File: config.mk
export PLATFORM = sky130hd
export DESIGN_NAME = life_grid_generation_engine
export DESIGN_NICKNAME = d
export VERILOG_FILES = /design/src/lgge_pkg.sv /design/src/lgge_row_unit.sv /design/src/lgge_grid_mem.sv /design/src/life_grid_generation_engine.sv
export SDC_FILE = /design/constraint.sdc
export NUM_CORES = 2
export LEC_CHECK = 0
export ABC_AREA = 1
export BUFFER_PORTS_ARGS = -buffer_cell sky130_fd_sc_hd__buf_2
export CAP_MARGIN = 5
export CORE_ASPECT_RATIO = 0.7
export CORE_UTILIZATION = 39
export DETAILED_ROUTE_END_ITERATION = 8
export PLACE_DENSITY = 0.55
export SKIP_LAST_GASP = 1
export SLEW_MARGIN = 40
export SYNTH_ARGS = -nofsm -noshare
export SYNTH_HDL_FRONTEND = slang
export SYNTH_SLANG_ARGS = --single-unit
File: constraint.sdc
create_clock -name aclk -period 9.6 [get_ports aclk]
set_input_delay 0 -clock aclk [delete_from_list [all_inputs] [get_ports aclk]]
set_output_delay 0 -clock aclk [all_outputs]
set_load 0.1 [all_outputs]
File: src/lgge_pkg.sv
`timescale 1ns / 1ps
`default_nettype none
// ----------------------------------------------------------------------------
// lgge_pkg
// Shared constants, command codes and types for the life grid engine.
// ----------------------------------------------------------------------------
package lgge_pkg;

    // grid geometry
    localparam int GRID_ROWS = 32;
    localparam int GRID_COLS = 32;
    localparam int ROW_W     = $clog2(GRID_ROWS);
    localparam int COL_W     = $clog2(GRID_COLS);

    // transfer field widths
    localparam int CMD_W       = 2;
    localparam int ROW_FIELD_W = 5;
    localparam int COL_FIELD_W = 5;
    localparam int FLIP_W      = 11;
    localparam int S_TDATA_W   = 16;
    localparam int M_TDATA_W   = 16;

    localparam int unsigned FLIP_MAX = 2047;
    localparam int FLIP_ACC_W = $clog2(GRID_ROWS * GRID_COLS + 1);

    // flip popcount: groups of eight bits, then a sum over the groups
    localparam int GRP_BITS = 8;
    localparam int NGROUP   = (GRID_COLS + GRP_BITS - 1) / GRP_BITS;
    localparam int GRP_W    = $clog2(GRP_BITS + 1);

    // command codes
    localparam logic [CMD_W-1:0] CMD_TOGGLE = 2'd0;
    localparam logic [CMD_W-1:0] CMD_STEP   = 2'd1;
    localparam logic [CMD_W-1:0] CMD_READ   = 2'd2;

    typedef logic [GRID_COLS-1:0] row_bits_t;

    typedef struct packed {
        logic             en;
        logic [ROW_W-1:0] addr;
        row_bits_t        data;
    } mem_wr_t;

endpackage
`default_nettype wire

File: src/lgge_row_unit.sv
`timescale 1ns / 1ps
`default_nettype none
// ----------------------------------------------------------------------------
// lgge_row_unit
// Next generation of one row from a three-row window (B3/S23, dead border).
// ----------------------------------------------------------------------------
module lgge_row_unit (
    input  wire  lgge_pkg::row_bits_t above_row,
    input  wire  lgge_pkg::row_bits_t this_row,
    input  wire  lgge_pkg::row_bits_t below_row,
    output logic [lgge_pkg::GRID_COLS-1:0] next_row
);

    logic [lgge_pkg::GRID_COLS+1:0] above_pad;
    logic [lgge_pkg::GRID_COLS+1:0] this_pad;
    logic [lgge_pkg::GRID_COLS+1:0] below_pad;

    // one dead column on each side
    assign above_pad = {1'b0, above_row, 1'b0};
    assign this_pad  = {1'b0, this_row,  1'b0};
    assign below_pad = {1'b0, below_row, 1'b0};

    always_comb begin
        logic [3:0] n;
        next_row = '0;
        for (int c = 0; c < lgge_pkg::GRID_COLS; c++) begin
            n = 4'(above_pad[c]) + 4'(above_pad[c+1]) + 4'(above_pad[c+2])
              + 4'(this_pad[c])                       + 4'(this_pad[c+2])
              + 4'(below_pad[c]) + 4'(below_pad[c+1]) + 4'(below_pad[c+2]);
            next_row[c] = (n == 4'd3) || (this_row[c] && (n == 4'd2));
        end
    end

endmodule
`default_nettype wire

File: src/lgge_grid_mem.sv
`timescale 1ns / 1ps
`default_nettype none
// ----------------------------------------------------------------------------
// lgge_grid_mem
// Cell grid store, one row per entry; per-row valid bits give dead at reset.
// ----------------------------------------------------------------------------
module lgge_grid_mem (
    input  wire                              aclk,
    input  wire                              aresetn,
    input  wire  lgge_pkg::mem_wr_t          wr,
    input  wire  [lgge_pkg::ROW_W-1:0]       rd_addr,
    output logic [lgge_pkg::GRID_COLS-1:0]   rd_row
);

    lgge_pkg::row_bits_t            mem_reg [lgge_pkg::GRID_ROWS];
    logic [lgge_pkg::GRID_ROWS-1:0] vld_reg;
    lgge_pkg::row_bits_t            rd_data_reg;
    logic                           rd_vld_reg;

    always_ff @(posedge aclk) begin
        if (wr.en) begin
            mem_reg[wr.addr] <= wr.data;
        end
        rd_data_reg <= mem_reg[rd_addr];
    end

    always_ff @(posedge aclk) begin
        if (!aresetn) begin
            vld_reg    <= '0;
            rd_vld_reg <= 1'b0;
        end else begin
            if (wr.en) begin
                vld_reg[wr.addr] <= 1'b1;
            end
            rd_vld_reg <= vld_reg[rd_addr];
        end
    end

    // unwritten rows read as dead
    assign rd_row = rd_vld_reg ? rd_data_reg : '0;

endmodule
`default_nettype wire

File: src/life_grid_generation_engine.sv
`timescale 1ns / 1ps
`default_nettype none
// ----------------------------------------------------------------------------
// life_grid_generation_engine
// Bounded Game of Life grid (B3/S23) with toggle, step and read commands.
// ----------------------------------------------------------------------------
//
//  channel | dir | tdata fields (low bit up)                 | per transfer
//  --------+-----+-------------------------------------------+----------------
//  s_      | in  | command[1:0] row[6:2] col[11:7]           | one command
//  m_      | out | cell_alive[0] flip_count[11:1] stable[12] | one result
//
//  Toggle and read do one grid memory read, then the cell update. In a step,
//  the row unit sweeps the grid one row per cycle through a three-row window,
//  and the flip popcount trails by two stages.
//  s_tready is high only while the sequencer is idle; one result may wait in
//  the output register while the next command is taken.
//  Synchronous active-low reset; the grid reads as all dead after reset
//  through per-row valid bits, so no clearing pass is needed.
//
module life_grid_generation_engine (
    input  wire                               aclk,
    input  wire                               aresetn,
    // command[1:0], row[6:2], col[11:7], zero pad above
    input  wire  [lgge_pkg::S_TDATA_W-1:0]    s_tdata,
    input  wire                               s_tvalid,
    output logic                              s_tready,
    // cell_alive[0], flip_count[11:1], stable[12], zero pad above
    output logic [lgge_pkg::M_TDATA_W-1:0]    m_tdata,
    output logic                              m_tvalid,
    input  wire                               m_tready
);

    typedef enum logic [2:0] {
        ST_IDLE,
        ST_CELL,
        ST_PRIME,
        ST_ROW,
        ST_DRAIN_A,
        ST_DRAIN_B,
        ST_DONE
    } state_t;

    // input fields
    logic [lgge_pkg::CMD_W-1:0]       s_command;
    logic [lgge_pkg::ROW_FIELD_W-1:0] s_row;
    logic [lgge_pkg::COL_FIELD_W-1:0] s_col;

    assign s_command = s_tdata[1:0];
    assign s_row     = s_tdata[6:2];
    assign s_col     = s_tdata[11:7];

    state_t                           state_reg, state_next;
    logic [lgge_pkg::CMD_W-1:0]       cmd_reg, cmd_next;
    logic [lgge_pkg::ROW_FIELD_W-1:0] row_reg, row_next;
    logic [lgge_pkg::COL_FIELD_W-1:0] col_reg, col_next;
    logic                             inside_reg, inside_next;
    lgge_pkg::row_bits_t              above_reg, above_next;
    lgge_pkg::row_bits_t              this_reg, this_next;
    logic [lgge_pkg::ROW_W-1:0]       wr_idx_reg, wr_idx_next;
    lgge_pkg::row_bits_t              diff_reg, diff_next;
    logic                             diff_vld_reg, diff_vld_next;
    logic [lgge_pkg::GRP_W-1:0]       grp_reg [lgge_pkg::NGROUP];
    logic [lgge_pkg::GRP_W-1:0]       grp_next [lgge_pkg::NGROUP];
    logic                             grp_vld_reg, grp_vld_next;
    logic [lgge_pkg::FLIP_ACC_W-1:0]  flip_acc_reg, flip_acc_next;
    logic                             cell_res_reg, cell_res_next;
    logic                             m_tvalid_reg, m_tvalid_next;
    logic [lgge_pkg::M_TDATA_W-1:0]   m_tdata_reg, m_tdata_next;

    lgge_pkg::mem_wr_t                mem_wr;
    logic [lgge_pkg::ROW_W-1:0]       rd_addr;
    lgge_pkg::row_bits_t              rd_row;
    lgge_pkg::row_bits_t              below_row;
    lgge_pkg::row_bits_t              new_row;

    lgge_grid_mem u_grid_mem (
        .aclk    (aclk),
        .aresetn (aresetn),
        .wr      (mem_wr),
        .rd_addr (rd_addr),
        .rd_row  (rd_row)
    );

    // below the last row lies the dead border
    assign below_row = (wr_idx_reg == lgge_pkg::ROW_W'(lgge_pkg::GRID_ROWS - 1)) ?
                       '0 : rd_row;

    lgge_row_unit u_row_unit (
        .above_row (above_reg),
        .this_row  (this_reg),
        .below_row (below_row),
        .next_row  (new_row)
    );

    // flip popcount, stage one: per-group counts of the changed bits
    always_comb begin
        logic [lgge_pkg::NGROUP*lgge_pkg::GRP_BITS-1:0] diff_pad;
        diff_pad = (lgge_pkg::NGROUP * lgge_pkg::GRP_BITS)'(diff_reg);
        for (int g = 0; g < lgge_pkg::NGROUP; g++) begin
            grp_next[g] = '0;
            for (int b = 0; b < lgge_pkg::GRP_BITS; b++) begin
                grp_next[g] = grp_next[g]
                            + lgge_pkg::GRP_W'(diff_pad[g*lgge_pkg::GRP_BITS+b]);
            end
        end
    end

    assign s_tready = (state_reg == ST_IDLE);

    always_comb begin
        logic [lgge_pkg::FLIP_ACC_W-1:0] grp_sum;
        logic [lgge_pkg::GRID_COLS-1:0]  mask;
        logic                            cur_bit;
        logic [lgge_pkg::FLIP_W-1:0]     flip_out;

        state_next    = state_reg;
        cmd_next      = cmd_reg;
        row_next      = row_reg;
        col_next      = col_reg;
        inside_next   = inside_reg;
        above_next    = above_reg;
        this_next     = this_reg;
        wr_idx_next   = wr_idx_reg;
        diff_next     = diff_reg;
        cell_res_next = cell_res_reg;
        m_tvalid_next = m_tvalid_reg;
        m_tdata_next  = m_tdata_reg;
        mem_wr        = '0;
        rd_addr       = '0;

        // popcount pipeline runs behind the row sweep
        diff_vld_next = 1'b0;
        grp_vld_next  = diff_vld_reg;
        grp_sum       = '0;
        for (int g = 0; g < lgge_pkg::NGROUP; g++) begin
            grp_sum = grp_sum + lgge_pkg::FLIP_ACC_W'(grp_reg[g]);
        end
        flip_acc_next = grp_vld_reg ? flip_acc_reg + grp_sum : flip_acc_reg;

        mask                           = '0;
        mask[lgge_pkg::COL_W'(col_reg)] = 1'b1;
        cur_bit = inside_reg && rd_row[lgge_pkg::COL_W'(col_reg)];

        if (32'(flip_acc_reg) > lgge_pkg::FLIP_MAX) begin
            flip_out = lgge_pkg::FLIP_W'(lgge_pkg::FLIP_MAX);
        end else begin
            flip_out = lgge_pkg::FLIP_W'(flip_acc_reg);
        end

        if (m_tvalid_reg && m_tready) begin
            m_tvalid_next = 1'b0;
        end

        unique case (state_reg)
            ST_IDLE: begin
                // step starts its sweep at row 0
                rd_addr = (s_command == lgge_pkg::CMD_STEP) ?
                          '0 : lgge_pkg::ROW_W'(s_row);
                if (s_tvalid) begin
                    cmd_next      = s_command;
                    row_next      = s_row;
                    col_next      = s_col;
                    inside_next   = (32'(s_row) < lgge_pkg::GRID_ROWS) &&
                                    (32'(s_col) < lgge_pkg::GRID_COLS);
                    flip_acc_next = '0;
                    cell_res_next = 1'b0;
                    unique case (s_command) inside
                        lgge_pkg::CMD_TOGGLE,
                        lgge_pkg::CMD_READ: state_next = ST_CELL;
                        lgge_pkg::CMD_STEP: state_next = ST_PRIME;
                        default:            state_next = ST_DONE;
                    endcase
                end
            end
            ST_CELL: begin
                if ((cmd_reg == lgge_pkg::CMD_TOGGLE) && inside_reg) begin
                    mem_wr.en     = 1'b1;
                    mem_wr.addr   = lgge_pkg::ROW_W'(row_reg);
                    mem_wr.data   = rd_row ^ mask;
                    cell_res_next = !cur_bit;
                end else begin
                    cell_res_next = cur_bit;
                end
                state_next = ST_DONE;
            end
            ST_PRIME: begin
                above_next  = '0;
                this_next   = rd_row;
                wr_idx_next = '0;
                rd_addr     = lgge_pkg::ROW_W'(1);
                state_next  = ST_ROW;
            end
            ST_ROW: begin
                // old rows stay in the window, so the new row goes back in place
                mem_wr.en     = 1'b1;
                mem_wr.addr   = wr_idx_reg;
                mem_wr.data   = new_row;
                diff_next     = new_row ^ this_reg;
                diff_vld_next = 1'b1;
                above_next    = this_reg;
                this_next     = below_row;
                rd_addr       = lgge_pkg::ROW_W'(32'(wr_idx_reg) + 2);
                if (wr_idx_reg == lgge_pkg::ROW_W'(lgge_pkg::GRID_ROWS - 1)) begin
                    state_next = ST_DRAIN_A;
                end else begin
                    wr_idx_next = wr_idx_reg + 1'b1;
                end
            end
            ST_DRAIN_A: begin
                state_next = ST_DRAIN_B;
            end
            ST_DRAIN_B: begin
                state_next = ST_DONE;
            end
            ST_DONE: begin
                if (!m_tvalid_reg || m_tready) begin
                    m_tvalid_next = 1'b1;
                    m_tdata_next  = '0;
                    if (cmd_reg == lgge_pkg::CMD_STEP) begin
                        m_tdata_next[11:1] = flip_out;
                        m_tdata_next[12]   = (flip_acc_reg == '0);
                    end else begin
                        m_tdata_next[0] = cell_res_reg;
                    end
                    state_next = ST_IDLE;
                end
            end
            default: begin
                state_next = ST_IDLE;
            end
        endcase
    end

    always_ff @(posedge aclk) begin
        if (!aresetn) begin
            state_reg    <= ST_IDLE;
            m_tvalid_reg <= 1'b0;
            diff_vld_reg <= 1'b0;
            grp_vld_reg  <= 1'b0;
        end else begin
            state_reg    <= state_next;
            m_tvalid_reg <= m_tvalid_next;
            diff_vld_reg <= diff_vld_next;
            grp_vld_reg  <= grp_vld_next;
        end
        cmd_reg      <= cmd_next;
        row_reg      <= row_next;
        col_reg      <= col_next;
        inside_reg   <= inside_next;
        above_reg    <= above_next;
        this_reg     <= this_next;
        wr_idx_reg   <= wr_idx_next;
        diff_reg     <= diff_next;
        grp_reg      <= grp_next;
        flip_acc_reg <= flip_acc_next;
        cell_res_reg <= cell_res_next;
        m_tdata_reg  <= m_tdata_next;
    end

    assign m_tvalid = m_tvalid_reg;
    assign m_tdata  = m_tdata_reg;

endmodule
`default_nettype wire

==> metrics.yaml <==
die:
  rows: 118
  dieWidth_um: 465
  core-area_um2: 148000
  ioPinCount: 38
  start_util: 0.395
  die_h_um: 326
  die_area_um2: 152000
clock_network:
  ctsHoldBuffers: 23
  path_clk_slew_ns: 0.07
  root_buffer: "clkbuf_16"
  clock-sinks: 1249
  post_cts_buffers: 0
  clkLatencyLatePin_ns: 0.78
  cts_resized: 0
  clk_path_buf_depth: 3
  numCtsBuffers: 117
  htreeDepth: 3
  cts_tree: "yes"
timing:
  finalSetupViolations: 0
  fmax_mhz: 204
  maxSlewViolCount: 0
  timing.setup.tns_ns: 0
  rsz0062_at_grt: "no"
  timing.hold.ws_ns: 0.0635
  fin_skew_ns: 0.0495
  slew-limit-headroom: 0.410
  worst_slew_pin_slew_ns: 0.885
  finalWorstSetupSlack_ns: 4.71
  fin_crit_sh: 0.509
  fin_crit_ns: 4.89
  hold_viol_final: 0
global_route:
  grt_max_degree: 203
  grt-ovfl-total: 0
  grt_usage: 0.212
  antenna_found_initial: 3
  grt_first_pass_wirelength_mm: 240
  grt_pass1_vias: 36700
critical_path:
  crit_path_start_kind: "register"
  end_kind: "register"
  cp_top_family: "adder cells"
  crit_path_cell_trace: "ha_1, nand2_1, nor2_1, ha_1, inv_1, buf_4, nand2_1, fa_1, fa_1, fa_1, a221oi_1, o21ai_0, o32ai_4, buf_4, buf_6"
  critPathBufInv: 4
  crit_arrival_ns: 5.50
  timing.rr.start: "wr_idx_reg[0]$_SDFFCE_PN0P_"
  criticalPathCategory: "reg2reg"
  cp.required_ns: 10.21
  crit_path_max_fanout: 32
  cp_common_cell: "fa_1"
  cp_slowest_cell: "fa_1"
  max_stage_delay_ns: 0.56
  startpoint: "wr_idx_reg[0]$_SDFFCE_PN0P_"
routing:
  routedWlPerCell_um: 21.2
  dr.first_iter.drc_count: 3729
  ant_nets: 0
  vias: 38400
  viasPerCell: 5.08
  firstDrtPassIters: 5
  drc: 0
  drt-total-wl_mm: 161
synthesis:
  ys_types: 40
  ys_seq_elements: 1249
  synth_ff_type: "edfxtp_1"
  synth_area_per_cell_um2: 10.8
  yosysWarnings: 0
  synth_edf_count: 1151
  synth_cells: 5441
  syn_area_um2: 58500
  ys_seq_area_frac: 0.624
  synthTopCellsByArea: "edfxtp_1 (59%), nand2_1 (8.6%), inv_1 (6.0%)"
  synth_largest_area_cell: "edfxtp_1"
  synth-async-reset-ratio: 0
  synth_top_area_share: 0.590
run:
  cap_violations: 0
finish:
  nets: 5767
  final_area_um2: 65900
  n_fill_cell: 13800
  multi_input_comb_area_um2: 18100
  layout-drive-gt1-share: 0.0789
  largest_register_ffs: 1024
  fin_cells: 7561
  syn_to_final_growth_pct: 12.6
  regArea_um2: 36500
placement:
  hpwlAfterDp_mm: 90.5
  place_ws_ns: 4.79
  gp_congestion: 0.831
  place_inst: 7312
  io_buffers: 30
  dpl_cell_area_um2: 61900
power:
  leakagePower_nw: 26.6
  vdd_ir_drop_max_v: 0.000217
  power_per_cell_area_nw_per_um2: 331
hold_path:
  hp-start: "s_tdata[6]"
  worst_hold_path_type: "in2reg"
run_status:
  status: "finished clean"
[synth_stat cells (2+ instances only)]
cell type	number
a22oi_1	2
o31ai_1	10
clkbuf_1	116
fa_1	152
o22ai_1	18
nand2_2	4
a21oi_1	61
nor2_1	225
inv_2	9
nand2_1	1334
xor2_1	41
buf_4	4
ha_1	119
a221oi_1	20
o2111ai_1	2
o32ai_1	26
or2_0	3
nor3_1	33
dfxtp_1	98
nand4_1	3
buf_2	101
buf_1	35
inv_1	935
xnor2_1	2
edfxtp_1	1151
and3_1	10
a211oi_1	12
or2_2	30
o211ai_1	265
o21ai_0	40
nand3_1	566
nand3b_1	6
[cell type report]
cell class                      count  area share
Multi-Input combinational cell   2993       0.274
Clock inverter                     52     0.00749
Antenna cell                        1   0.0000379
Inverter                          945      0.0543
Tap cell                         1980      0.0376
Timing Repair Buffer              170      0.0222
Clock buffer                      171      0.0501
Sequential cell                  1249       0.554
[metrics by stage]
step,util,power (mW)
5_1_grt,0.444,23.4
3_5_place_dp,0.417,17.2
6_report,0.444,21.8
2_1_floorplan,-,14.0
4_1_cts,0.444,21.9
3_3_place_gp,0.415,17.0
[worst paths after layout]
kind              slack (ns)  cells past startpoint                                    to
setup reg to reg        4.71                     15  u_grid_mem.mem_reg[21][25]$_DFFE_PP_
setup / recovery        4.71                     15  u_grid_mem.mem_reg[21][25]$_DFFE_PP_
hold / removal          0.06                      2                  row_reg[4]$_DFFE_PP_
hold reg to reg         0.45                      2                grp_vld_reg$_SDFF_PN0_
[routing by layer]
metal / track usage / part of all wire / vias to the layer above
met5: 0 / 0 / -
met4: 0.0448 / 0.020 / 0
met3: 0.0387 / 0.067 / 217
met2: 0.313 / 0.43 / 1105
met1: 0.323 / 0.48 / 18900
li1: - / - / 18200
[report_power, final]
part | switching [mW] | leakage (nW) | internal, mW
Clock | 2.12 | 1.86 | 2.55
Sequential | 0.228 | 10.8 | 6.66
Combinational | 6.87 | 14.0 | 3.37
[cell families after synthesis]
group | share of synthesized area
and+or+nand+nor | 0.158
DFF | 0.624
buffers and inverters | 0.0794
AOI/OAI and AO/OA | 0.0552
adders and majority gates | 0.0774
xor gates and xnor gates | 0.00643
other | 0.0000640
[placed cells by master, fill, tap and decap left out, types with 28 or more instances in the layout]
| cell type | instances |
|---|---|
| nor2_1 | 207 |
| or2_2 | 30 |
| clkbuf_16 | 119 |
| a21oi_1 | 60 |
| buf_2 | 30 |
| edfxtp_1 | 1151 |
| nor3_1 | 33 |
| fa_1 | 152 |
| inv_1 | 916 |
| buf_4 | 86 |
| nand3_1 | 565 |
| dfxtp_1 | 98 |
| clkbuf_1 | 39 |
| o211ai_1 | 265 |
| nand2_1 | 1330 |
| o21ai_0 | 40 |
| clkinv_2 | 28 |
| xor2_1 | 41 |
| ha_1 | 119 |
No activity file was read; power rests on OpenSTA's default activity.
